===== config.mk =====
export PLATFORM = sky130hd
export DESIGN_NAME = obod_lane
export DESIGN_NICKNAME = d
export VERILOG_FILES = /design/src/hdl/obod_pkg.sv /design/src/hdl/obod_lane.sv
export SDC_FILE = /design/constraint.sdc
export NUM_CORES = 2
export LEC_CHECK = 0
export ABC_AREA = 1
export BUFFER_PORTS_ARGS = -buffer_cell sky130_fd_sc_hd__buf_2
export CORE_AREA = 3 3 267 269
export DETAILED_ROUTE_END_ITERATION = 10
export DIE_AREA = 0 0 270 272
export PLACE_DENSITY = 0.8
export SLEW_MARGIN = 40
export SYNTH_ARGS = -nofsm -noshare
export SYNTH_HDL_FRONTEND = slang
export SYNTH_SLANG_ARGS = --single-unit

===== constraint.sdc =====
create_clock -name clk -period 8.8 [get_ports clk]
set_input_delay 0.44 -clock clk [delete_from_list [all_inputs] [get_ports clk]]
set_output_delay 0.44 -clock clk [all_outputs]
set_load 0.05 [all_outputs]

===== src/hdl/obod_pkg.sv =====
`timescale 1ns / 1ps

package obod_pkg;

  localparam int COORD_W = 32;
  localparam int FRAC_W = 16;
  localparam int PROD_W = 2 * COORD_W;
  localparam int NUM_W = COORD_W + FRAC_W;
  localparam int NUM_SLOTS = 10;
  localparam int SLOT_W = 4;

  typedef logic signed [COORD_W-1:0] coord_t;
  typedef coord_t [2:0] vec_t;

  typedef struct packed {
    logic [SLOT_W-1:0] slot;
    coord_t comp_x;
    coord_t comp_y;
    coord_t comp_z;
    logic evaluate;
  } item_t;

  typedef struct packed {
    logic overlap;
    coord_t depth;
    coord_t normal_x;
    coord_t normal_y;
    coord_t normal_z;
  } result_t;

  typedef struct packed {
    logic neg;
    logic [PROD_W-1:0] mag;
  } prod_t;

  typedef enum logic {
    MODE_SUM,
    MODE_DIFF
  } merge_mode_t;

  typedef enum logic [4:0] {
    S_IDLE,
    S_VDIFF,
    S_TDOT,
    S_RDOT,
    S_FA,
    S_FB_RA,
    S_FB_T,
    S_E_RA,
    S_E_RB,
    S_E_T,
    S_CHK1,
    S_CHK2,
    S_NSEL,
    S_CROSS,
    S_NDOT,
    S_NGO,
    S_NWAIT,
    S_OUT
  } seq_state_t;

  typedef enum logic [2:0] {
    N_IDLE,
    N_SCALE,
    N_SQ,
    N_SQRT,
    N_DIV,
    N_DONE
  } norm_state_t;

  localparam coord_t COORD_MAX = {1'b0, {(COORD_W-1){1'b1}}};
  localparam coord_t COORD_MIN = {1'b1, {(COORD_W-1){1'b0}}};

  function automatic coord_t fadd(coord_t a, coord_t b);
    logic signed [COORD_W:0] s;
    s = {a[COORD_W-1], a} + {b[COORD_W-1], b};
    if (s[COORD_W] != s[COORD_W-1]) begin
      return s[COORD_W] ? COORD_MIN : COORD_MAX;
    end
    return s[COORD_W-1:0];
  endfunction

  function automatic coord_t fsub(coord_t a, coord_t b);
    logic signed [COORD_W:0] s;
    s = {a[COORD_W-1], a} - {b[COORD_W-1], b};
    if (s[COORD_W] != s[COORD_W-1]) begin
      return s[COORD_W] ? COORD_MIN : COORD_MAX;
    end
    return s[COORD_W-1:0];
  endfunction

  function automatic coord_t fneg(coord_t a);
    return fsub('0, a);
  endfunction

  function automatic coord_t fabsv(coord_t a);
    return a[COORD_W-1] ? fneg(a) : a;
  endfunction

  function automatic coord_t fmul_finish(prod_t p);
    logic [PROD_W-1:0] sh;
    logic [PROD_W-1:0] lim;
    sh = p.mag >> FRAC_W;
    lim = PROD_W'({1'b0, {(COORD_W-1){1'b1}}}) + PROD_W'(p.neg);
    if (sh > lim) begin
      sh = lim;
    end
    if (p.neg) begin
      sh = ~sh + PROD_W'(1);
    end
    return sh[COORD_W-1:0];
  endfunction

endpackage


===== src/hdl/obod_lane.sv =====
`timescale 1ns / 1ps

module obod_lane
  import obod_pkg::*;
(
  input  logic   clk,
  input  coord_t op_a,
  input  coord_t op_b,
  output prod_t  prod
);

  logic [COORD_W-1:0] ua;
  logic [COORD_W-1:0] ub;

  assign ua = op_a[COORD_W-1] ? (~op_a + COORD_W'(1)) : op_a;
  assign ub = op_b[COORD_W-1] ? (~op_b + COORD_W'(1)) : op_b;

  always_ff @(posedge clk) begin
    prod.neg <= op_a[COORD_W-1] ^ op_b[COORD_W-1];
    prod.mag <= PROD_W'(ua) * PROD_W'(ub);
  end

endmodule


==> results.md <==
• completed — run status
• 55.0% — effective utilization at floorplan
• 1296 x sky130_fd_sc_hd__inv_1, 1233 x sky130_fd_sc_hd__nand2_1, 896 x sky130_fd_sc_hd__fa_1 — most common library cells after synthesis
• 47 — number of distinct library cells after synthesis
• sky130_fd_sc_hd__fa_1 — CP max-delay cell
• 0 — drc violations
• 0 — number of antenna-violating nets in the routed design
• 8500 ps — Min Clock Period, post-route
• 0 — number of synthesized flops with an enable pin
• 630 ps — slowest stage delay, CP
• built — TritonCTS clock tree
• 6359 — Final nets
• 130 — I/O pins
• 5 — number of antenna violations at the first check in global routing
• 1.06 — Placer Congestion
• 858 ps — Slew @ Worst Pin
• 6 — TritonRoute pass-1 iters
• sky130_fd_sc_hd__dfxtp_1 — most common flop cell mapped by yosys
• sky130_fd_sc_hd__inv_1 — leading cell type by number of instances after synthesis
• 0.0734 mm² — area of the die
• 2 — Max Buffers Root-to-Sink
• 3296 — first-iteration detailed-routing DRC count
• 9020 ps — critical path data required time
• 202000 µm — wire length of the first global-routing pass
• 0 — number of failing setup endpoints in the final timing report
• sky130_fd_sc_hd__fa_1 — Most Frequent Cell on Critical Path
• sky130_fd_sc_hd__clkbuf_16 — clock root cell
• prod x65 — leading registers by flop count
• 0.118 GHz — Achievable Freq
• 34.3k — via count of the first global-routing pass
• 8.06% — fraction of layout cells with a size suffix above 1
• prod — register containing the most flip-flops in the final layout
• 7.62% — area added between synthesis and finish
• 3 — deepest level of the CTS H-tree
• sky130_fd_sc_hd__fa_1 — dominant cell type by area after synthesis
• 65 — number of flip-flops in the largest register
• 60 ps — Worst-path clk slew
• 9 — TritonCTS buffer count
• 21.6 µm — routed len/inst
• 65 — flop and latch count out of synthesis
• input port to flop — type of the most critical hold path
• 3.44% — post-synthesis sequential area ratio
• 0 — number of max-slew violations in the final report
• input port to flop — critical path start-end classification
• 270 µm — die boundary width
• 0 — number of buffers added to fix hold violations after cts
• 0% — fraction of registers with async set/reset
• 0 — GRT overflow
• 33.1k — detailed-route via count
• 8 — Max FO, Critical Path
• flop — Critical Path Sink Type
• 65 — clk sink count
• 0.0688 mm² — core area
• 272 µm — vertical extent of the die
• 36.6% — GRT Util Overall
• 8720 ps — WP data arrival
• 47.4% — fraction of synthesized cell area taken by the top area cell type
• 6203 — nets in the synthesized netlist
• 96.6% — Tcrit/Tclk final
• 7.60 µm² — average cell area after synthesis
• 4977 — Synth Instances
• sky130_fd_sc_hd__fa_1 47%, sky130_fd_sc_hd__inv_1 13%, sky130_fd_sc_hd__nand2_1 12% — top cells by area, synth
• 5.44 — post-detailed-route via-to-cell ratio
• 0.0378 mm² — Post-Synthesis Cell Area
• 0 — total number of yosys warnings
• 131000 µm — drt total wl
• input port — startpoint type of the worst setup path
• 115000 µm — detailed placer's ending HPWL
• false — setup repair after global routing missed its margin
• 560 ps — Final Hold Slack
• 0 — max cap viols
• 42.7% — relative max-transition margin
• 129 — input/output buffers
• 39 — maximum number of pins on one net before global-route repair
• 96 — Row Count
• 0 — Hold Violations, Final
-- what timing repair did --
action	in CTS	in global routing
buffers inserted	0	2
endpoints found under the setup margin	0	5
endpoints found under the hold margin	0	0
resized for setup	0	8
-- metal layers --
layer	share of wire [%]	track usage [%]	up-vias
li1	-	-	14400
met1	37	47.1	16100
met2	43	56.2	2150
met3	14	12.3	425
met4	5.6	16.5	4
met5	0.020	0	-
-- layout by cell type, fill, tap and decap left out, types with 5 or more instances in the layout --
master / Yosys / routed
sky130_fd_sc_hd__nand4_1: 28 / 28
sky130_fd_sc_hd__nand3b_1: 6 / 6
sky130_fd_sc_hd__inv_2: 23 / 21
sky130_fd_sc_hd__a21oi_1: 42 / 42
sky130_fd_sc_hd__clkinv_1: 7 / 7
sky130_fd_sc_hd__nand2_1: 1233 / 1231
sky130_fd_sc_hd__inv_1: 1296 / 1295
sky130_fd_sc_hd__buf_4: 7 / 163
sky130_fd_sc_hd__buf_12: 0 / 11
sky130_fd_sc_hd__fa_1: 896 / 896
sky130_fd_sc_hd__or2_2: 5 / 5
sky130_fd_sc_hd__nor2_1: 663 / 663
sky130_fd_sc_hd__dfxtp_1: 65 / 65
sky130_fd_sc_hd__nand3_1: 110 / 110
sky130_fd_sc_hd__o21bai_1: 11 / 11
sky130_fd_sc_hd__xor2_1: 42 / 42
sky130_fd_sc_hd__nand3_2: 5 / 5
sky130_fd_sc_hd__ha_1: 265 / 265
sky130_fd_sc_hd__xnor2_1: 6 / 5
sky130_fd_sc_hd__nor2_2: 17 / 17
sky130_fd_sc_hd__nor3_1: 26 / 25
sky130_fd_sc_hd__o21ai_0: 22 / 20
sky130_fd_sc_hd__xor2_2: 5 / 5
sky130_fd_sc_hd__clkbuf_16: 0 / 9
sky130_fd_sc_hd__nand2_2: 17 / 19
sky130_fd_sc_hd__buf_2: 73 / 129
-- cell type report --
cell class | count | area (µm²)
diodes | 4 | 10.0
clock buffers | 9 | 225
clock inverters | 7 | 70.1
fillers | 6203 | 28100
inverters | 1326 | 4990
multi-input cells | 3427 | 30900
flip-flops and latches | 65 | 1300
well taps | 931 | 1160
repair buffers | 304 | 2100
-- worst max-delay path: cells and delay by family --
family	cells	cell delay [ps]
xor+xnor	1	320
fa+ha+maj	10	4810
buf+inv	8	1030
simple gates	14	2080
-- through the flow --
stage | setup TNS (ps) | instance area, µm² | std cells | setup WS (ps) | utilization (%)
4_1_cts | 0 | 40700 | 6067 | 176 | 59.1
3_3_place_gp | -119 | 40400 | 6051 | -119 | 58.6
6_report | 0 | 40700 | 6073 | 302 | 59.2
3_5_place_dp | -102 | 40400 | 6051 | -102 | 58.7
2_1_floorplan | 0 | 37800 | 4977 | 1100 | -
5_1_grt | 0 | 40700 | 6071 | 28.1 | 59.2
-- path summary, 6_finish.rpt --
| kind | cells after the start | from | end | slack, ps |
|---|---|---|---|---|
| worst max-delay path | 33 | op_a[1] | prod[34]$_DFF_P_ | 300 |
| worst min-delay path | 4 | op_a[0] | prod[0]$_DFF_P_ | 560 |
-- kinds of logic (layout without fill, tap and decap cells) --
| group | count (synthesis) | in the layout | share of synthesized area (%) |
|---|---|---|---|
| other | 0 | 4 | 0 |
| and+or+nand+nor | 2123 | 2123 | 22.4 |
| buffers and inverters | 1485 | 1646 | 15.1 |
| xor gates and xnor gates | 58 | 58 | 1.66 |
| DFF | 65 | 65 | 3.44 |
| AOI/OAI and AO/OA | 85 | 85 | 1.26 |
| adders and majority gates | 1161 | 1161 | 56.2 |
Power is left out: the tool's default activity adds up to more than one toggle a clock period on the data nets, which glitch-free logic cannot reach.
