[config.mk]
export PLATFORM = sky130hd
export DESIGN_NAME = obod_norm
export DESIGN_NICKNAME = d
export VERILOG_FILES = /design/src/hdl/obod_pkg.sv /design/src/hdl/obod_norm.sv
export SDC_FILE = /design/constraint.sdc
export NUM_CORES = 2
export LEC_CHECK = 0
export BUFFER_PORTS_ARGS = -buffer_cell sky130_fd_sc_hd__buf_2
export CAP_MARGIN = 5
export CORE_MARGIN = 2
export CORE_UTILIZATION = 35
export CTS_BUF_LIST = sky130_fd_sc_hd__clkbuf_16
export CTS_CLUSTER_DIAMETER = 40
export DETAILED_ROUTE_END_ITERATION = 7
export GPL_TIMING_DRIVEN = 0
export RECOVER_POWER = 100
export SLEW_MARGIN = 10
export SYNTH_ARGS = -nofsm -noshare
export SYNTH_HDL_FRONTEND = slang
export SYNTH_SLANG_ARGS = --single-unit
[constraint.sdc]
create_clock -name clk -period 11.9 [get_ports clk]
set_input_delay 1.785 -clock clk [delete_from_list [all_inputs] [get_ports clk]]
set_output_delay 1.785 -clock clk [all_outputs]
set_load 0.02 [all_outputs]
[src/hdl/obod_pkg.sv]
`timescale 1ns / 1ps

package obod_pkg;

  localparam int COORD_W = 32;
  localparam int FRAC_W = 16;
  localparam int PROD_W = 2 * COORD_W;
  localparam int NUM_W = COORD_W + FRAC_W;
  localparam int NUM_SLOTS = 10;
  localparam int SLOT_W = 4;

  typedef logic signed [COORD_W-1:0] coord_t;
  typedef coord_t [2:0] vec_t;

  typedef struct packed {
    logic [SLOT_W-1:0] slot;
    coord_t comp_x;
    coord_t comp_y;
    coord_t comp_z;
    logic evaluate;
  } item_t;

  typedef struct packed {
    logic overlap;
    coord_t depth;
    coord_t normal_x;
    coord_t normal_y;
    coord_t normal_z;
  } result_t;

  typedef struct packed {
    logic neg;
    logic [PROD_W-1:0] mag;
  } prod_t;

  typedef enum logic {
    MODE_SUM,
    MODE_DIFF
  } merge_mode_t;

  typedef enum logic [4:0] {
    S_IDLE,
    S_VDIFF,
    S_TDOT,
    S_RDOT,
    S_FA,
    S_FB_RA,
    S_FB_T,
    S_E_RA,
    S_E_RB,
    S_E_T,
    S_CHK1,
    S_CHK2,
    S_NSEL,
    S_CROSS,
    S_NDOT,
    S_NGO,
    S_NWAIT,
    S_OUT
  } seq_state_t;

  typedef enum logic [2:0] {
    N_IDLE,
    N_SCALE,
    N_SQ,
    N_SQRT,
    N_DIV,
    N_DONE
  } norm_state_t;

  localparam coord_t COORD_MAX = {1'b0, {(COORD_W-1){1'b1}}};
  localparam coord_t COORD_MIN = {1'b1, {(COORD_W-1){1'b0}}};

  function automatic coord_t fadd(coord_t a, coord_t b);
    logic signed [COORD_W:0] s;
    s = {a[COORD_W-1], a} + {b[COORD_W-1], b};
    if (s[COORD_W] != s[COORD_W-1]) begin
      return s[COORD_W] ? COORD_MIN : COORD_MAX;
    end
    return s[COORD_W-1:0];
  endfunction

  function automatic coord_t fsub(coord_t a, coord_t b);
    logic signed [COORD_W:0] s;
    s = {a[COORD_W-1], a} - {b[COORD_W-1], b};
    if (s[COORD_W] != s[COORD_W-1]) begin
      return s[COORD_W] ? COORD_MIN : COORD_MAX;
    end
    return s[COORD_W-1:0];
  endfunction

  function automatic coord_t fneg(coord_t a);
    return fsub('0, a);
  endfunction

  function automatic coord_t fabsv(coord_t a);
    return a[COORD_W-1] ? fneg(a) : a;
  endfunction

  function automatic coord_t fmul_finish(prod_t p);
    logic [PROD_W-1:0] sh;
    logic [PROD_W-1:0] lim;
    sh = p.mag >> FRAC_W;
    lim = PROD_W'({1'b0, {(COORD_W-1){1'b1}}}) + PROD_W'(p.neg);
    if (sh > lim) begin
      sh = lim;
    end
    if (p.neg) begin
      sh = ~sh + PROD_W'(1);
    end
    return sh[COORD_W-1:0];
  endfunction

endpackage

[src/hdl/obod_norm.sv]
`timescale 1ns / 1ps

module obod_norm
  import obod_pkg::*;
(
  input  logic clk,
  input  logic rst,
  input  logic start,
  input  vec_t n_in,
  output vec_t n_out,
  output logic done
);

  norm_state_t state, state_next;

  logic [2:0] sgn;
  logic [COORD_W-1:0] u [3];
  logic [COORD_W-1:0] m;
  logic [COORD_W-1:0] ua [3];
  logic [COORD_W-1:0] ma;
  logic [PROD_W-1:0] acc;
  logic [PROD_W-1:0] rt;
  logic [PROD_W-1:0] bitv;
  logic [PROD_W-1:0] rtb;
  logic [PROD_W-1:0] sq;
  logic [5:0] cnt;
  logic [NUM_W-1:0] num [3];
  logic [COORD_W-1:0] rem [3];
  logic [NUM_W-1:0] q [3];
  logic [COORD_W-1:0] len;

  localparam logic [5:0] SQ_LAST = 6'd2;
  localparam logic [5:0] SQRT_LAST = 6'(PROD_W / 2 - 1);
  localparam logic [5:0] DIV_LAST = 6'(NUM_W - 1);

  always_comb begin
    for (int j = 0; j < 3; j++) begin
      ua[j] = n_in[j][COORD_W-1] ? (~n_in[j] + COORD_W'(1)) : n_in[j];
    end
    ma = ua[0];
    if (ua[1] > ma) ma = ua[1];
    if (ua[2] > ma) ma = ua[2];
  end

  assign sq = PROD_W'(u[cnt[1:0]]) * PROD_W'(u[cnt[1:0]]);
  assign rtb = rt + bitv;
  assign len = rt[COORD_W-1:0];

  always_comb begin
    state_next = state;
    unique case (state)
      N_IDLE: if (start) state_next = N_SCALE;
      N_SCALE: begin
        if (m == '0) begin
          state_next = N_DONE;
        end else if (!m[COORD_W-1] && m[COORD_W-2]) begin
          state_next = N_SQ;
        end
      end
      N_SQ: if (cnt == SQ_LAST) state_next = N_SQRT;
      N_SQRT: if (cnt == SQRT_LAST) state_next = N_DIV;
      N_DIV: if (cnt == DIV_LAST) state_next = N_DONE;
      N_DONE: state_next = N_IDLE;
      default: state_next = N_IDLE;
    endcase
  end

  always_comb begin
    done = (state == N_DONE);
    for (int j = 0; j < 3; j++) begin
      n_out[j] = sgn[j] ? (~q[j][COORD_W-1:0] + COORD_W'(1)) : q[j][COORD_W-1:0];
    end
  end

  always_ff @(posedge clk) begin
    if (rst) begin
      state <= N_IDLE;
    end else begin
      state <= state_next;
    end
  end

  always_ff @(posedge clk) begin
    logic [COORD_W:0] rs;
    case (state)
      N_IDLE: begin
        if (start) begin
          for (int j = 0; j < 3; j++) begin
            sgn[j] <= n_in[j][COORD_W-1];
            u[j] <= ua[j];
            q[j] <= '0;
          end
          m <= ma;
        end
      end
      N_SCALE: begin
        if (m[COORD_W-1]) begin
          for (int j = 0; j < 3; j++) u[j] <= u[j] >> 1;
          m <= m >> 1;
        end else if (!m[COORD_W-2] && m != '0) begin
          for (int j = 0; j < 3; j++) u[j] <= u[j] << 1;
          m <= m << 1;
        end else begin
          acc <= '0;
          cnt <= '0;
        end
      end
      N_SQ: begin
        acc <= acc + sq;
        if (cnt == SQ_LAST) begin
          cnt <= '0;
          rt <= '0;
          bitv <= PROD_W'(1) << (PROD_W - 2);
        end else begin
          cnt <= cnt + 6'd1;
        end
      end
      N_SQRT: begin
        if (acc >= rtb) begin
          acc <= acc - rtb;
          rt <= (rt >> 1) + bitv;
        end else begin
          rt <= rt >> 1;
        end
        bitv <= bitv >> 2;
        if (cnt == SQRT_LAST) begin
          cnt <= '0;
          for (int j = 0; j < 3; j++) begin
            num[j] <= {u[j], {FRAC_W{1'b0}}};
            rem[j] <= '0;
            q[j] <= '0;
          end
        end else begin
          cnt <= cnt + 6'd1;
        end
      end
      N_DIV: begin
        for (int j = 0; j < 3; j++) begin
          rs = {rem[j], num[j][NUM_W-1]};
          if (rs >= {1'b0, len}) begin
            rem[j] <= COORD_W'(rs - {1'b0, len});
            q[j] <= {q[j][NUM_W-2:0], 1'b1};
          end else begin
            rem[j] <= rs[COORD_W-1:0];
            q[j] <= {q[j][NUM_W-2:0], 1'b0};
          end
          num[j] <= num[j] << 1;
        end
        cnt <= cnt + 6'd1;
      end
      default: begin
      end
    endcase
  end

endmodule

==> impl_metrics.ini <==
[drt]
vias = 60877
first_iter_violations = 5616
antenna_left = 0
routed_wl_mm = 249
post_drt_wl_per_cell_um = 21.8
drt_pass1_iterations = 8
viasPerCell = 5.33
post-route-drc-count = 0

[floorplanning]
coreArea_mm2 = 0.212
io_pins = 196
rows = 169
die_w_um = 465
die-area_mm2 = 0.216
die_y_um = 465
initial_utilization = 0.351

[critical_path]
crit_fanout = 10
end_kind = flip-flop
cp_slowest_cell = o21a_1
critPathKind = flip-flop to flip-flop
startpoint_type = flip-flop
critPathMaxStageDelay_ps = 620
r2r_setup_slack_ps = 360
critPathRequiredTime_ps = 12310
worstPathArrival_ps = 11950
ff2ff_path_depth = 33
cp_common_cell = fa_1
reg2reg_to = acc[56]

[worst_hold_path]
hold_path_depth = 2
hold_class = flip-flop to flip-flop
worstHoldStart = num[0][64]
min_to = num[0][65]

[synth]
async_flop_share = 0
yosysUniqueCellTypes = 88
syn_inst = 8216
synth_edf_count = 584
synth-seq-area-share = 0.237
syn_area_per_cell_um2 = 9.05
ys.flop_type = edfxtp_1
syn_nets = 9734
netlist_area_mm2 = 0.0744
synth_warnings = 0
ys_seq_elements = 590

[placed_design]
portBuffers = 195
post-place-ws_ps = -287
hpwl_mm = 201
place_inst = 11246
gp_congestion = 1.00

[cts]
clockBufferDepth = 3
cts_max_level = 3
post_cts_buffers = 0
cts_inserted_buffers = 96
cts_tree = built
root_buffer = clkbuf_16
clk_pin_slew_ps = 60
clk_latency_ps = 760
clock-sinks = 590

[final_layout]
nets = 10033
multi_input_area_mm2 = 0.0504
seq_area_mm2 = 0.0177
final_common_cell = inv_1
utilization = 0.389
nFillCells = 21225
syn2layout_area_growth_pct = 10.6
drive_gt1_frac = 0.0414
stdcell_count = 11421
layout.cells.most_common_list = inv_1, nand2_1, fa_1, nor2_1, edfxtp_1

[timing]
setup_ws_ps = 355
max_freq_mhz = 86.6
rsz0062_at_grt = false
slew_headroom = -1.35
holdWs_ps = 506
min_period_over_period = 0.970
hold_viol_final = 0
finalMaxSlewViolations = 397
setup_viol = 0
period_needed_ps = 11540
fin_worst_skew_ps = 101
worstMarginPinSlew_ps = 3530

[global_route]
first_global_vias = 61459
grt_util_all_layers = 0.228
grt_overflow = 0
grt_pass1_wl_mm = 377
antenna_found_initial = 6
grt_max_degree = 65

[status]
failed_checks = capacitance limit, slew limit
status = complete, but fails checks

[job]
max_cap_violations = 10
## timing repair
| item | in CTS | in global routing |
|---|---|---|
| pin swaps | 0 | 0 |
| resized for setup | 6 | 44 |
| setup endpoints to repair | 11 | 16 |
| hold buffers | 0 | 0 |
## cells in the mapped netlist (11+ instances only)
cell | n | area share
a21o_1 | 173 | 0.017
o21a_1 | 45 | 0.0045
xor2_1 | 192 | 0.023
a21oi_1 | 396 | 0.027
and3_1 | 160 | 0.013
o211ai_1 | 19 | 0.0019
or2_2 | 13 | 0.0011
xnor2_1 | 301 | 0.035
mux2_2 | 31 | 0.0047
a211oi_1 | 43 | 0.0043
nor2_1 | 651 | 0.033
nor4_1 | 28 | 0.0024
o41ai_1 | 34 | 0.0040
nand3_1 | 96 | 0.0065
ha_1 | 542 | 0.091
o22ai_1 | 60 | 0.0050
nor2b_1 | 63 | 0.0053
inv_1 | 1330 | 0.067
mux2i_1 | 114 | 0.015
nand2b_1 | 93 | 0.0078
or3_1 | 52 | 0.0044
edfxtp_1 | 584 | 0.24
clkbuf_1 | 295 | 0.015
a222oi_1 | 29 | 0.0039
buf_1 | 27 | 0.0014
a31o_2 | 16 | 0.0019
o21ai_0 | 353 | 0.024
nor3_1 | 54 | 0.0036
nand2_1 | 1025 | 0.052
fa_1 | 877 | 0.24
o21bai_1 | 57 | 0.0058
nand4_1 | 85 | 0.0071
o21ai_1 | 11 | 0.00074
a31oi_1 | 85 | 0.0071
or4_1 | 32 | 0.0032
and2_1 | 25 | 0.0021
o31ai_1 | 61 | 0.0062
## worst max-delay path by stage
stage                         end  slack [ps]  cells after the start
after floorplan           acc[63]        2790                     37
after global placement     rt[55]       -1400                      6
after detailed placement  acc[56]        -290                     34
after CTS                 acc[56]          10                     33
after global routing      acc[63]          40                     36
final                     acc[56]         360                     33
## state kept, by name (all words and copies together), names as in the netlist, named ones only
name / count
rem: 96
acc: 64
q: 96
u: 96
sgn: 3
state: 3
bitv: 32
rt: 64
m: 32
num: 96
cnt: 6
## worst max-delay path: cells and delay by family (launching register included)
kind / cells / cell delay [ps]
buf+inv: 10 / 2250
flops: 1 / 390
compound gates: 9 / 2970
fa+ha+maj: 9 / 4530
mux: 1 / 240
xor+xnor: 1 / 240
simple gates: 3 / 560
## layer usage
| layer | GRT usage | vias up | share of wire |
|---|---|---|---|
| met3 | 0.0422 | 441 | 0.078 |
| met1 | 0.307 | 30217 | 0.42 |
| met2 | 0.363 | 2272 | 0.46 |
| li1 | - | 27945 | - |
| met5 | 0 | - | 0.000028 |
| met4 | 0.0854 | 2 | 0.041 |
## through the flow
stage	TNS (ps)	area, µm²
finish	0	82300
global route	0	82200
CTS	0	82700
detailed placement	-850	79300
global placement	-155080	78900
floorplan	0	74400
## area by class of cell
| type | instances | share of cell area |
|---|---|---|
| inverter | 1336 | 0.0610 |
| sequential | 590 | 0.215 |
| tap | 2821 | 0.0429 |
| buffer | 329 | 0.0159 |
| antenna | 5 | 0.000152 |
| clock inverter | 82 | 0.0120 |
| timing repair buffer | 209 | 0.0116 |
| clock buffer | 96 | 0.0292 |
| multi-input combinational | 5953 | 0.613 |
## cell families after synthesis
kind of cell    after synthesis  synth area share
mux                         147            0.0204
buf+inv                    1673            0.0852
xor+xnor                    495            0.0585
fa+ha+maj                  1419             0.327
flops                       590             0.237
compound gates             1484             0.126
simple gates               2408             0.145
Power is left out: the tool's default activity adds up to more than one toggle a clock period on the data nets, which glitch-free logic cannot reach.
