[src/hdl/obod_pkg.sv]
`timescale 1ns / 1ps

package obod_pkg;

  localparam int COORD_W = 32;
  localparam int FRAC_W = 16;
  localparam int PROD_W = 2 * COORD_W;
  localparam int NUM_W = COORD_W + FRAC_W;
  localparam int NUM_SLOTS = 10;
  localparam int SLOT_W = 4;

  typedef logic signed [COORD_W-1:0] coord_t;
  typedef coord_t [2:0] vec_t;

  typedef struct packed {
    logic [SLOT_W-1:0] slot;
    coord_t comp_x;
    coord_t comp_y;
    coord_t comp_z;
    logic evaluate;
  } item_t;

  typedef struct packed {
    logic overlap;
    coord_t depth;
    coord_t normal_x;
    coord_t normal_y;
    coord_t normal_z;
  } result_t;

  typedef struct packed {
    logic neg;
    logic [PROD_W-1:0] mag;
  } prod_t;

  typedef enum logic {
    MODE_SUM,
    MODE_DIFF
  } merge_mode_t;

  typedef enum logic [4:0] {
    S_IDLE,
    S_VDIFF,
    S_TDOT,
    S_RDOT,
    S_FA,
    S_FB_RA,
    S_FB_T,
    S_E_RA,
    S_E_RB,
    S_E_T,
    S_CHK1,
    S_CHK2,
    S_NSEL,
    S_CROSS,
    S_NDOT,
    S_NGO,
    S_NWAIT,
    S_OUT
  } seq_state_t;

  typedef enum logic [2:0] {
    N_IDLE,
    N_SCALE,
    N_SQ,
    N_SQRT,
    N_DIV,
    N_DONE
  } norm_state_t;

  localparam coord_t COORD_MAX = {1'b0, {(COORD_W-1){1'b1}}};
  localparam coord_t COORD_MIN = {1'b1, {(COORD_W-1){1'b0}}};

  function automatic coord_t fadd(coord_t a, coord_t b);
    logic signed [COORD_W:0] s;
    s = {a[COORD_W-1], a} + {b[COORD_W-1], b};
    if (s[COORD_W] != s[COORD_W-1]) begin
      return s[COORD_W] ? COORD_MIN : COORD_MAX;
    end
    return s[COORD_W-1:0];
  endfunction

  function automatic coord_t fsub(coord_t a, coord_t b);
    logic signed [COORD_W:0] s;
    s = {a[COORD_W-1], a} - {b[COORD_W-1], b};
    if (s[COORD_W] != s[COORD_W-1]) begin
      return s[COORD_W] ? COORD_MIN : COORD_MAX;
    end
    return s[COORD_W-1:0];
  endfunction

  function automatic coord_t fneg(coord_t a);
    return fsub('0, a);
  endfunction

  function automatic coord_t fabsv(coord_t a);
    return a[COORD_W-1] ? fneg(a) : a;
  endfunction

  function automatic coord_t fmul_finish(prod_t p);
    logic [PROD_W-1:0] sh;
    logic [PROD_W-1:0] lim;
    sh = p.mag >> FRAC_W;
    lim = PROD_W'({1'b0, {(COORD_W-1){1'b1}}}) + PROD_W'(p.neg);
    if (sh > lim) begin
      sh = lim;
    end
    if (p.neg) begin
      sh = ~sh + PROD_W'(1);
    end
    return sh[COORD_W-1:0];
  endfunction

endpackage

[src/hdl/obod_merge.sv]
`timescale 1ns / 1ps

module obod_merge
  import obod_pkg::*;
(
  input  prod_t       prod [3],
  input  merge_mode_t mode,
  output coord_t      y
);

  coord_t p0;
  coord_t p1;
  coord_t p2;

  assign p0 = fmul_finish(prod[0]);
  assign p1 = fmul_finish(prod[1]);
  assign p2 = fmul_finish(prod[2]);

  always_comb begin
    case (mode)
      MODE_DIFF: y = fsub(p0, p1);
      default:   y = fadd(fadd(p0, p1), p2);
    endcase
  end

endmodule

[config.mk]
export PLATFORM = sky130hd
export DESIGN_NAME = obod_merge
export DESIGN_NICKNAME = d
export VERILOG_FILES = /design/src/hdl/obod_pkg.sv /design/src/hdl/obod_merge.sv
export SDC_FILE = /design/constraint.sdc
export NUM_CORES = 1
export LEC_CHECK = 0
export BUFFER_PORTS_ARGS = -buffer_cell sky130_fd_sc_hd__buf_2
export CORE_ASPECT_RATIO = 1.5
export CORE_MARGIN = 2
export CORE_UTILIZATION = 43
export DETAILED_ROUTE_END_ITERATION = 8
export PLACE_DENSITY = 0.67
export SLEW_MARGIN = 20
export SYNTH_ARGS = -nofsm -noshare
export SYNTH_HDL_FRONTEND = slang
export SYNTH_SLANG_ARGS = --single-unit
[constraint.sdc]
create_clock -name vclk -period 12.1
set_input_delay 1.815 -clock vclk [all_inputs]
set_output_delay 1.815 -clock vclk [all_outputs]
set_load 0.01 [all_outputs]
==> results of run 1 <==
-- worst max path at each step --
stage	slack [ns]	to
after CTS	0.001	y[18]
after floorplan	-0.02	y[28]
after global routing	-0.14	y[21]
after global placement	-0.53	y[29]
final	0.16	y[21]
after detailed placement	-0.60	y[6]
-- per-stage QoR --
step	hold WS [ns]	worst slack (ns)	utilization [%]	area (µm²)
2_1_floorplan	3.72	-0.0195	-	11400
3_3_place_gp	4.01	-0.530	57.2	14700
3_5_place_dp	4.01	-0.602	57.2	14700
4_1_cts	4.01	0.00122	57.9	14900
5_1_grt	4.02	-0.139	62.5	16100
6_report	4.01	0.155	62.5	16100
-- repair_timing --
item	CTS	global route
setup endpoints to repair	32	32
gates resized for setup	24	157
pin swaps	4	65
cloned	1	10
setup buffers	1	23
-- synthesized netlist by cell type, drive strengths merged (34+ instances only) --
cell type / count / area, µm²
a21o: 69 / 518
nor3: 56 / 297
ha: 195 / 2440
inv: 67 / 251
o21ai: 149 / 746
nand3: 39 / 195
nand2: 136 / 510
xnor2: 72 / 631
a2bb2oi: 34 / 298
nor2: 168 / 631
a21oi: 226 / 1130
clkbuf: 78 / 293
-- logic make-up (layout without fill, tap and decap cells) --
logic type	count (synthesis)	in the layout	synth area share, %
compound gates	690	690	39.3
buf+inv	159	583	5.42
mux	12	12	1.08
simple gates	581	581	25.3
xor+xnor	87	87	6.76
fa+ha+maj	198	198	22.2
-- metal layers --
metal	part of all wire [%]	vias up	GRT usage [%]
met4	5.3	0	9.38
met3	3.5	130	0.552
met1	40	6768	32.4
met5	0	-	0
met2	51	450	51.9
li1	-	7342	-
-- critical path, delay by kind of cell --
family | cells | cell delay (ns)
AOI/OAI and AO/OA | 18 | 3.44
and+or+nand+nor | 10 | 2.00
adders and majority gates | 4 | 1.08
buffers and inverters | 12 | 1.64
xor gates and xnor gates | 1 | 0.13
-- area by class of cell --
type                            count  area, µm²
Inverter                           70        263
Timing Repair Buffer              513       3700
Tap cell                          333        417
Multi-Input combinational cell   1568      11700
Fill cell                        2369       9670
-- power by group through the flow --
stage / registers [µW] / logic [µW] / clock network, µW
floorplan: 0 / 660 / 0
finish: 0 / 1290 / 0
global route: 0 / 1390 / 0
global placement: 0 / 1060 / 0
CTS: 0 / 1100 / 0
detailed placement: 0 / 1080 / 0
==> key figures, run 1 <==
Worst setup path
  • Most frequent CP cell: buf_4
  • Slowest cell delay on critical path: ~0.37 ns
  • Required time worst endpoint: 10.28 ns
  • Setup crit end kind: output port
  • Crit Path Class: in2out
  • Data arrival time at the worst-slack endpoint: 10.13 ns
  • Start point of the critical path: prod[129]
  • Maximum fanout along the worst path: 17
  • Slowest stage cell, crit path: or3_1
  • Worst setup SP type: input port

Flow run
  • Max-capacitance violation count: 0

Floorplanning
  • Initial standard-cell utilization of the core: roughly 44%
  • Placeable core region: between 20000 and 30000 µm²
  • Number of rows in the core area: 72
  • Die X-Extent: between 100 and 150 µm
  • Total I/O pin count: between 200 and 250
  • Area enclosed by the die boundary: about 28000 µm²
  • Die Ht: between 200 and 250 µm

Power
  • Leakage component of the power: between 0.007 and 0.008 µW
  • Switching fraction of total power: between 50% and 60%
  • Relative contribution of the clock network to total power: 0%
  • Comb pwr share: between 90% and 100%
  • Highest ir drop seen on vdd: 0.0428 mV
  • Internal: roughly 620 µW
  • Pwr/cell area: 80.2 nW/µm²
  • Net load switching power: 671 µW
  • Sequential share of power: 0%
  • Overall power after layout: around 1300 µW

Final layout
  • Post-synthesis to final-layout area growth: 42.9%
  • Area of all sequential standard cells: 0 µm²
  • Commonest non-fill, non-tap cell in the layout: buf_4
  • ANT cells: 0
  • Count of clock-net buffers in the final layout: 0
  • Number of cells in the finished layout apart from fillers: 2484
  • Net count reported at finish: 2547
  • Commonest non-fill, non-tap cells in the layout: buf_4, a21oi_1, ha_1
  • Seq Cell Count: 0
  • Fraction of final layout cells sized beyond drive strength 1: approximately a third

Route
  • Routed Antenna Nets: 0
  • Final routed wire length divided by cell count: between 15 and 20 µm
  • Via density per instance: roughly 6
  • Starting DRC count in detailed routing: slightly above 800
  • DR vias: 14700
  • Detailed-router iteration count before antenna repair: 6
  • Total routed wirelength: 42.3 mm
  • DRC Markers: 0

Logic synthesis
  • Sequential area share after synthesis: 0%
  • Post-Synthesis Mean Instance Area: approximately 6.5 µm²
  • Count of warnings emitted by yosys: 0
  • Post-synthesis cell area: approximately 11000 µm²
  • Distinct cell type count of the synthesized netlist: 85
  • Gate count of the mapped netlist: between 1500 and 2000
  • Synthesized Nets: 2121

Timing
  • Endpoints failing hold: 0
  • Period utilization: between 90% and 100%
  • Clock period minus worst slack: approximately 12 ns
  • Aggregate negative setup slack: 0 ns
  • Slew Limit Headroom: about 47%
  • Highest clock frequency the design can meet: ~84 MHz
  • Slew at the pin with the worst max-slew slack: 0.797 ns
  • Max-slew violation count: 0
  • Setup violations, final: 0

Global routing
  • Global-route wire length before repair: approximately 64 mm
  • Maximum number of pins on one net before global-route repair: 58
  • Vias in the first global route: 13600
  • Number of antenna violations at the first check in global routing: 0
  • Global routing usage summed across all routing layers: 27.4%
  • Remaining global-route overflow: 0

Placement
  • Dpl cells: 2450
  • HPWL after DPL: around 33 mm
  • Port Buffer Count: 180
  • Final Wtd Congestion: ~0.95

Min path
  • Type of the tightest min-delay check: in2out
  • Number of cells on the worst hold path: 3
  • Hold Crit Start: mode
  • End point of the worst hold path: y[31]

Run status
  • Run status: finished, final reports clean

CTS
  • Cts hold-fix bufs: 0
No activity file was read; power rests on OpenSTA's default activity.
==> inputs of run 2 (changes only) <==
==> constraint.sdc (replaced) <==
create_clock -name vclk -period 10.2
set_input_delay 1.53 -clock vclk [all_inputs]
set_output_delay 1.53 -clock vclk [all_outputs]
set_load 0.01 [all_outputs]
==> run 2 against run 1 <==
Against the previous run:
- the flow now finishes with violations (negative setup slack)
- total power grew 27%
- sequential share of layout area is the same
- wire length grew 3.4%
- global-route usage grew 1.8 points
- non-clock buffer count grew 91
- combinational power grew 27%
- utilization grew 4.0 points
- die area is the same
- first-iteration DRC count grew 13%
- sequential cell count is the same
- critical path depth grew 3
- design area grew 6.4%
- critical endpoint is now y[16]
- largest power group unchanged
- highest routed layer unchanged
==> key figures, run 2 (same netlist as run 1, synthesis figures left out) <==
Run status
  • Run status: finished with violations
  • Failing checks: negative setup slack

Placement
  • Dpl cells: approximately 2500
  • Port Buffer Count: 180
  • Final Wtd Congestion: ~0.9
  • HPWL after DPL: roughly 34 mm

Power
  • Highest ir drop seen on vdd: about 0.055 mV
  • Pwr/cell area: roughly 96 nW/µm²
  • Switching fraction of total power: 51.2%
  • Comb pwr share: 100.0%
  • Net load switching power: approximately 840 µW
  • Internal: 799 µW
  • Sequential share of power: 0%
  • Overall power after layout: roughly 1600 µW
  • Relative contribution of the clock network to total power: 0%
  • Leakage component of the power: just under 0.008 µW

Final layout
  • Seq Cell Count: 0
  • Commonest non-fill, non-tap cells in the layout: buf_4, a21oi_1, buf_2
  • Count of clock-net buffers in the final layout: 0
  • Commonest non-fill, non-tap cell in the layout: buf_4
  • Post-synthesis to final-layout area growth: 52.1%
  • Number of cells in the finished layout apart from fillers: 2575
  • Net count reported at finish: 2638
  • ANT cells: 0
  • Area of all sequential standard cells: 0 µm²
  • Fraction of final layout cells sized beyond drive strength 1: a little over a third
  • Final design utilization: 66.5%

CTS
  • Cts hold-fix bufs: 0

Global routing
  • Global routing usage summed across all routing layers: between 20% and 30%
  • Vias in the first global route: around 14000
  • Global-route wire length before repair: around 68 mm
  • Maximum number of pins on one net before global-route repair: 54
  • Number of antenna violations at the first check in global routing: 0
  • Remaining global-route overflow: 0

Timing
  • Period utilization: 110%
  • Highest clock frequency the design can meet: just under 90 MHz
  • Slew Limit Headroom: 44.8%
  • Max-slew violation count: 0
  • Clock period minus worst slack: 11.19 ns
  • PnR worst setup slack: -0.986 ns
  • Setup violations, final: 32
  • Hold_ws: about 3.4 ns
  • Endpoints failing hold: 0
  • Setup repair after global routing missed its margin: true
  • Slew at the pin with the worst max-slew slack: 0.825 ns
  • Aggregate negative setup slack: -30.09 ns

Route
  • DRC Markers: 0
  • Via density per instance: roughly 5.9
  • Final routed wire length divided by cell count: about 17 µm
  • Routed Antenna Nets: 0
  • DR vias: between 15000 and 20000
  • Detailed-router iteration count before antenna repair: 5
  • Starting DRC count in detailed routing: 908
  • Total routed wirelength: around 44 mm

Worst setup path
  • Data arrival time at the worst-slack endpoint: 9.66 ns
  • Slowest stage cell, crit path: o41ai_4
  • Most frequent CP cell: buf_4
  • Slowest cell delay on critical path: around 0.43 ns
  • Setup crit end kind: output port
  • Worst setup SP type: input port
  • Maximum fanout along the worst path: 8
  • Crit Path Class: in2out
  • Required time worst endpoint: between 8 and 9 ns
  • Start point of the critical path: prod[194]
  • Endpoint of the most critical setup path: y[16]

Min path
  • Hold Crit Start: mode
  • Type of the tightest min-delay check: in2out

Floorplanning
  • Total I/O pin count: ~230
  • Area enclosed by the die boundary: approximately 28000 µm²
  • Die X-Extent: between 100 and 150 µm
  • Die Ht: a little over 200 µm
  • Initial standard-cell utilization of the core: a little over two fifths
  • Number of rows in the core area: slightly above 70
  • Placeable core region: roughly 26000 µm²

Flow run
  • Max-capacitance violation count: 0
## run 2: cell types whose count changed in the layout (fill, tap and decap cells not counted), moves of 3 or more
cell       previous run  this run
nand2_4               0         8
buf_16                1         4
buf_6                 6        12
nand2_2               9        21
ha_2                  1         6
a21oi_2              28        25
nand2_1             127       107
o21ai_1              15        12
ha_4                 12        18
buf_4               311       401
ha_1                182       171
buf_2               178       172
clkbuf_16             7         4
## run 2: power groups by stage
| stage | registers, µW | logic (µW) | clock network, µW |
|---|---|---|---|
| floorplan | 0 | 885 | 0 |
| finish | 0 | 1640 | 0 |
| global placement | 0 | 1370 | 0 |
| detailed placement | 0 | 1400 | 0 |
| CTS | 0 | 1500 | 0 |
| global route | 0 | 1760 | 0 |
## run 2: through the flow
step / worst slack, ns / cell area (µm²)
2_1_floorplan: -0.358 / 12000
3_3_place_gp: -1.17 / 15800
3_5_place_dp: -1.25 / 15800
4_1_cts: -0.681 / 16500
5_1_grt: -1.29 / 17100
6_report: -0.986 / 17100
## run 2: what timing repair did
item / CTS / global route
setup buffers: 25 / 12
pin swaps: 17 / 76
resized for setup: 74 / 82
endpoints found under the setup margin: 32 / 32
gates cloned: 4 / 4
endpoints found under the hold margin: 0 / 0
## run 2: layer usage
metal	vias to the layer above	routed length [µm]	GRT usage (%)	part of all wire (%)
li1	7528	-	-	-
met1	7002	17400	33.0	40
met2	497	22400	55.4	51
met3	122	1640	1.63	3.7
met4	0	2330	12.6	5.3
met5	-	0	0	0
## run 2: cell type report
class	instances	area, µm²
Fill cell	2240	8630
Inverter	70	292
Multi-Input combinational cell	1568	12000
Tap cell	333	417
Timing Repair Buffer	604	4430
## run 2: critical path, delay by kind of cell
kind | cells | cell delay (ns)
compound gates | 17 | 3.24
xor+xnor | 1 | 0.12
fa+ha+maj | 4 | 1.09
buf+inv | 14 | 2.04
simple gates | 12 | 1.62
## run 2: worst min-delay path by stage
stage,cells after the start,to,slack (ns)
final,3,y[31],3.43
after floorplan,1,y[31],3.15
after CTS,3,y[31],3.44
after global routing,3,y[31],3.46
after detailed placement,3,y[31],3.44
after global placement,3,y[31],3.43
==> inputs of run 3 (changes only) <==
--- a/config.mk
+++ b/config.mk
@@ -10,6 +10,7 @@
 export CORE_MARGIN = 2
 export CORE_UTILIZATION = 43
 export DETAILED_ROUTE_END_ITERATION = 8
+export MAX_ROUTING_LAYER = met4
 export PLACE_DENSITY = 0.67
 export SLEW_MARGIN = 20
 export SYNTH_ARGS = -nofsm -noshare
==> run 3 against run 2 <==
Against the previous run:
- the flow still finishes with violations (negative setup slack)
- die area is the same
- first-iteration DRC count shrank 9.0%
- final cell count grew 1.0%
- worst hold slack gained 0.00084 ns
- sequential cell count is the same
- utilization grew 1.0 points
- via count grew 2.0%
==> key figures, run 3 (same netlist as run 1, synthesis figures left out) <==
Global routing
  • Fraction of met2 tracks used by global routing: ~57%
  • Maximum number of pins on one net before global-route repair: 54
  • Global routing's busiest layer: met2
  • Global routing usage summed across all routing layers: 30.7%
  • Met3 Track Usage GR: 1.25%
  • Vias in the first global route: between 10000 and 15000
  • Number of antenna violations at the first check in global routing: 0
  • Global-route met1 utilization: about a third
  • Global-route wire length before repair: 69.0 mm
  • Remaining global-route overflow: 0

Min path
  • Type of the tightest min-delay check: in2out
  • Number of cells on the worst hold path: 3
  • End point of the worst hold path: y[31]
  • Hold Crit Start: mode

Run status
  • Failing checks: negative setup slack
  • Run status: finished with violations

Final layout
  • Count of clock-net buffers in the final layout: 0
  • Net count reported at finish: 2665
  • Post-synthesis to final-layout area growth: 54.3%
  • Commonest non-fill, non-tap cell in the layout: buf_4
  • Area of all sequential standard cells: 0 µm²
  • ANT cells: 0
  • Seq Cell Count: 0
  • Final design utilization: between 60% and 70%
  • Commonest non-fill, non-tap cells in the layout: buf_4, a21oi_1, buf_2
  • Fraction of final layout cells sized beyond drive strength 1: between 30% and 40%
  • Number of cells in the finished layout apart from fillers: between 2000 and 3000

Worst setup path
  • Crit Path Class: in2out
  • Worst setup SP type: input port
  • Data arrival time at the worst-slack endpoint: ~9.6 ns
  • Number of buffer and inverter instances along the worst setup path: 14
  • Slowest stage cell, crit path: a211o_1
  • Slowest cell delay on critical path: 0.34 ns
  • Cell family with most CP delay: compound AO/OA/AOI/OAI gates
  • Most frequent CP cell: buf_4
  • Setup crit end kind: output port
  • Required time worst endpoint: 8.67 ns
  • Maximum fanout along the worst path: 10

Power
  • Leakage component of the power: 0.00789 µW
  • Pwr/cell area: between 90 and 100 nW/µm²
  • Relative contribution of the clock network to total power: 0%
  • Highest ir drop seen on vdd: 0.0565 mV
  • Comb pwr share: 100.0%
  • Net load switching power: between 800 and 900 µW
  • Switching fraction of total power: 51.4%
  • Internal: about 800 µW
  • Sequential share of power: 0%

CTS
  • Cts hold-fix bufs: 0

Route
  • Routed Antenna Nets: 0
  • Via density per instance: approximately 5.9
  • Detailed-router iteration count before antenna repair: 6
  • Final routed wire length divided by cell count: ~17 µm
  • DR vias: 15400
  • DRC Markers: 0
  • Total routed wirelength: 44.8 mm
  • Starting DRC count in detailed routing: a little over 800

Timing
  • Period utilization: 109%
  • Max-slew violation count: 0
  • Slew at the pin with the worst max-slew slack: 0.811 ns
  • Setup repair after global routing missed its margin: true
  • Setup violations, final: 32
  • PnR worst setup slack: -0.932 ns
  • Highest clock frequency the design can meet: between 80 and 90 MHz
  • Slew Limit Headroom: approximately 46%
  • Endpoints failing hold: 0
  • Clock period minus worst slack: ~11 ns

Floorplanning
  • Number of rows in the core area: a little over 70
  • Placeable core region: 25800 µm²
  • Initial standard-cell utilization of the core: a little over two fifths
  • Die Ht: 202 µm
  • Area enclosed by the die boundary: ~28000 µm²
  • Total I/O pin count: 228
  • Die X-Extent: around 140 µm

Placement
  • Port Buffer Count: 180
  • HPWL after DPL: 34.3 mm
  • Dpl cells: between 2000 and 3000
  • Final Wtd Congestion: 0.977

Flow run
  • Max-capacitance violation count: 0
-- run 3: cell types whose count changed in the layout (fill, tap and decap cells not counted), sizes merged --
cell    previous run  this run
a21boi             7         8
buf              600       627
clkbuf             4         3
-- run 3: tightest hold or removal path: cells and delay by family --
| family | cells | cell delay [ns] |
|---|---|---|
| buffers and inverters | 2 | 0.28 |
| muxes | 1 | 0.09 |
-- run 3: cell type report --
type,count,area [µm²]
multi-input cells,1569,12100
fillers,2184,8370
repair buffers,630,4620
well taps,333,417
inverters,70,289
-- run 3: repair_timing --
action,4_1_cts,5_1_grt
gates resized for setup,80,94
endpoints found under the setup margin,32,32
pin swaps,26,42
buffers inserted,42,19
cloned,5,5
-- run 3: power groups by stage --
stage / combinational, µW / sequential, µW / clock, µW
after floorplan: 885 / 0 / 0
after global placement: 1370 / 0 / 0
after detailed placement: 1390 / 0 / 0
after CTS: 1500 / 0 / 0
after global routing: 1750 / 0 / 0
final: 1640 / 0 / 0
-- run 3: per-stage QoR --
step	worst slack [ns]	hold WS (ns)	power [µW]	cell area (µm²)	setup TNS (ns)
after floorplan	-0.358	3.15	885	12000	-10.78
after global placement	-1.23	3.43	1370	15800	-37.85
after detailed placement	-1.31	3.43	1390	15800	-40.75
after CTS	-0.686	3.44	1500	16700	-19.71
after global routing	-1.21	3.47	1750	17400	-36.65
final	-0.932	3.43	1640	17400	-27.89
-- run 3: metal layers --
| metal | vias up | wire (µm) |
|---|---|---|
| met5 | - | 0 |
| met4 | 0 | 2670 |
| met3 | 160 | 1690 |
| met2 | 559 | 23000 |
| met1 | 7164 | 17400 |
| li1 | 7562 | - |
-- run 3: how the worst max path moves through the flow --
stage | start | endpoint | slack (ns) | cells past startpoint
2_1_floorplan | prod[194] | y[1] | -0.36 | 44
3_3_place_gp | prod[129] | y[6] | -1.23 | 44
3_5_place_dp | prod[194] | y[6] | -1.31 | 41
4_1_cts | prod[194] | y[18] | -0.69 | 47
5_1_grt | prod[194] | y[22] | -1.21 | 47
6_report | prod[194] | y[22] | -0.93 | 46
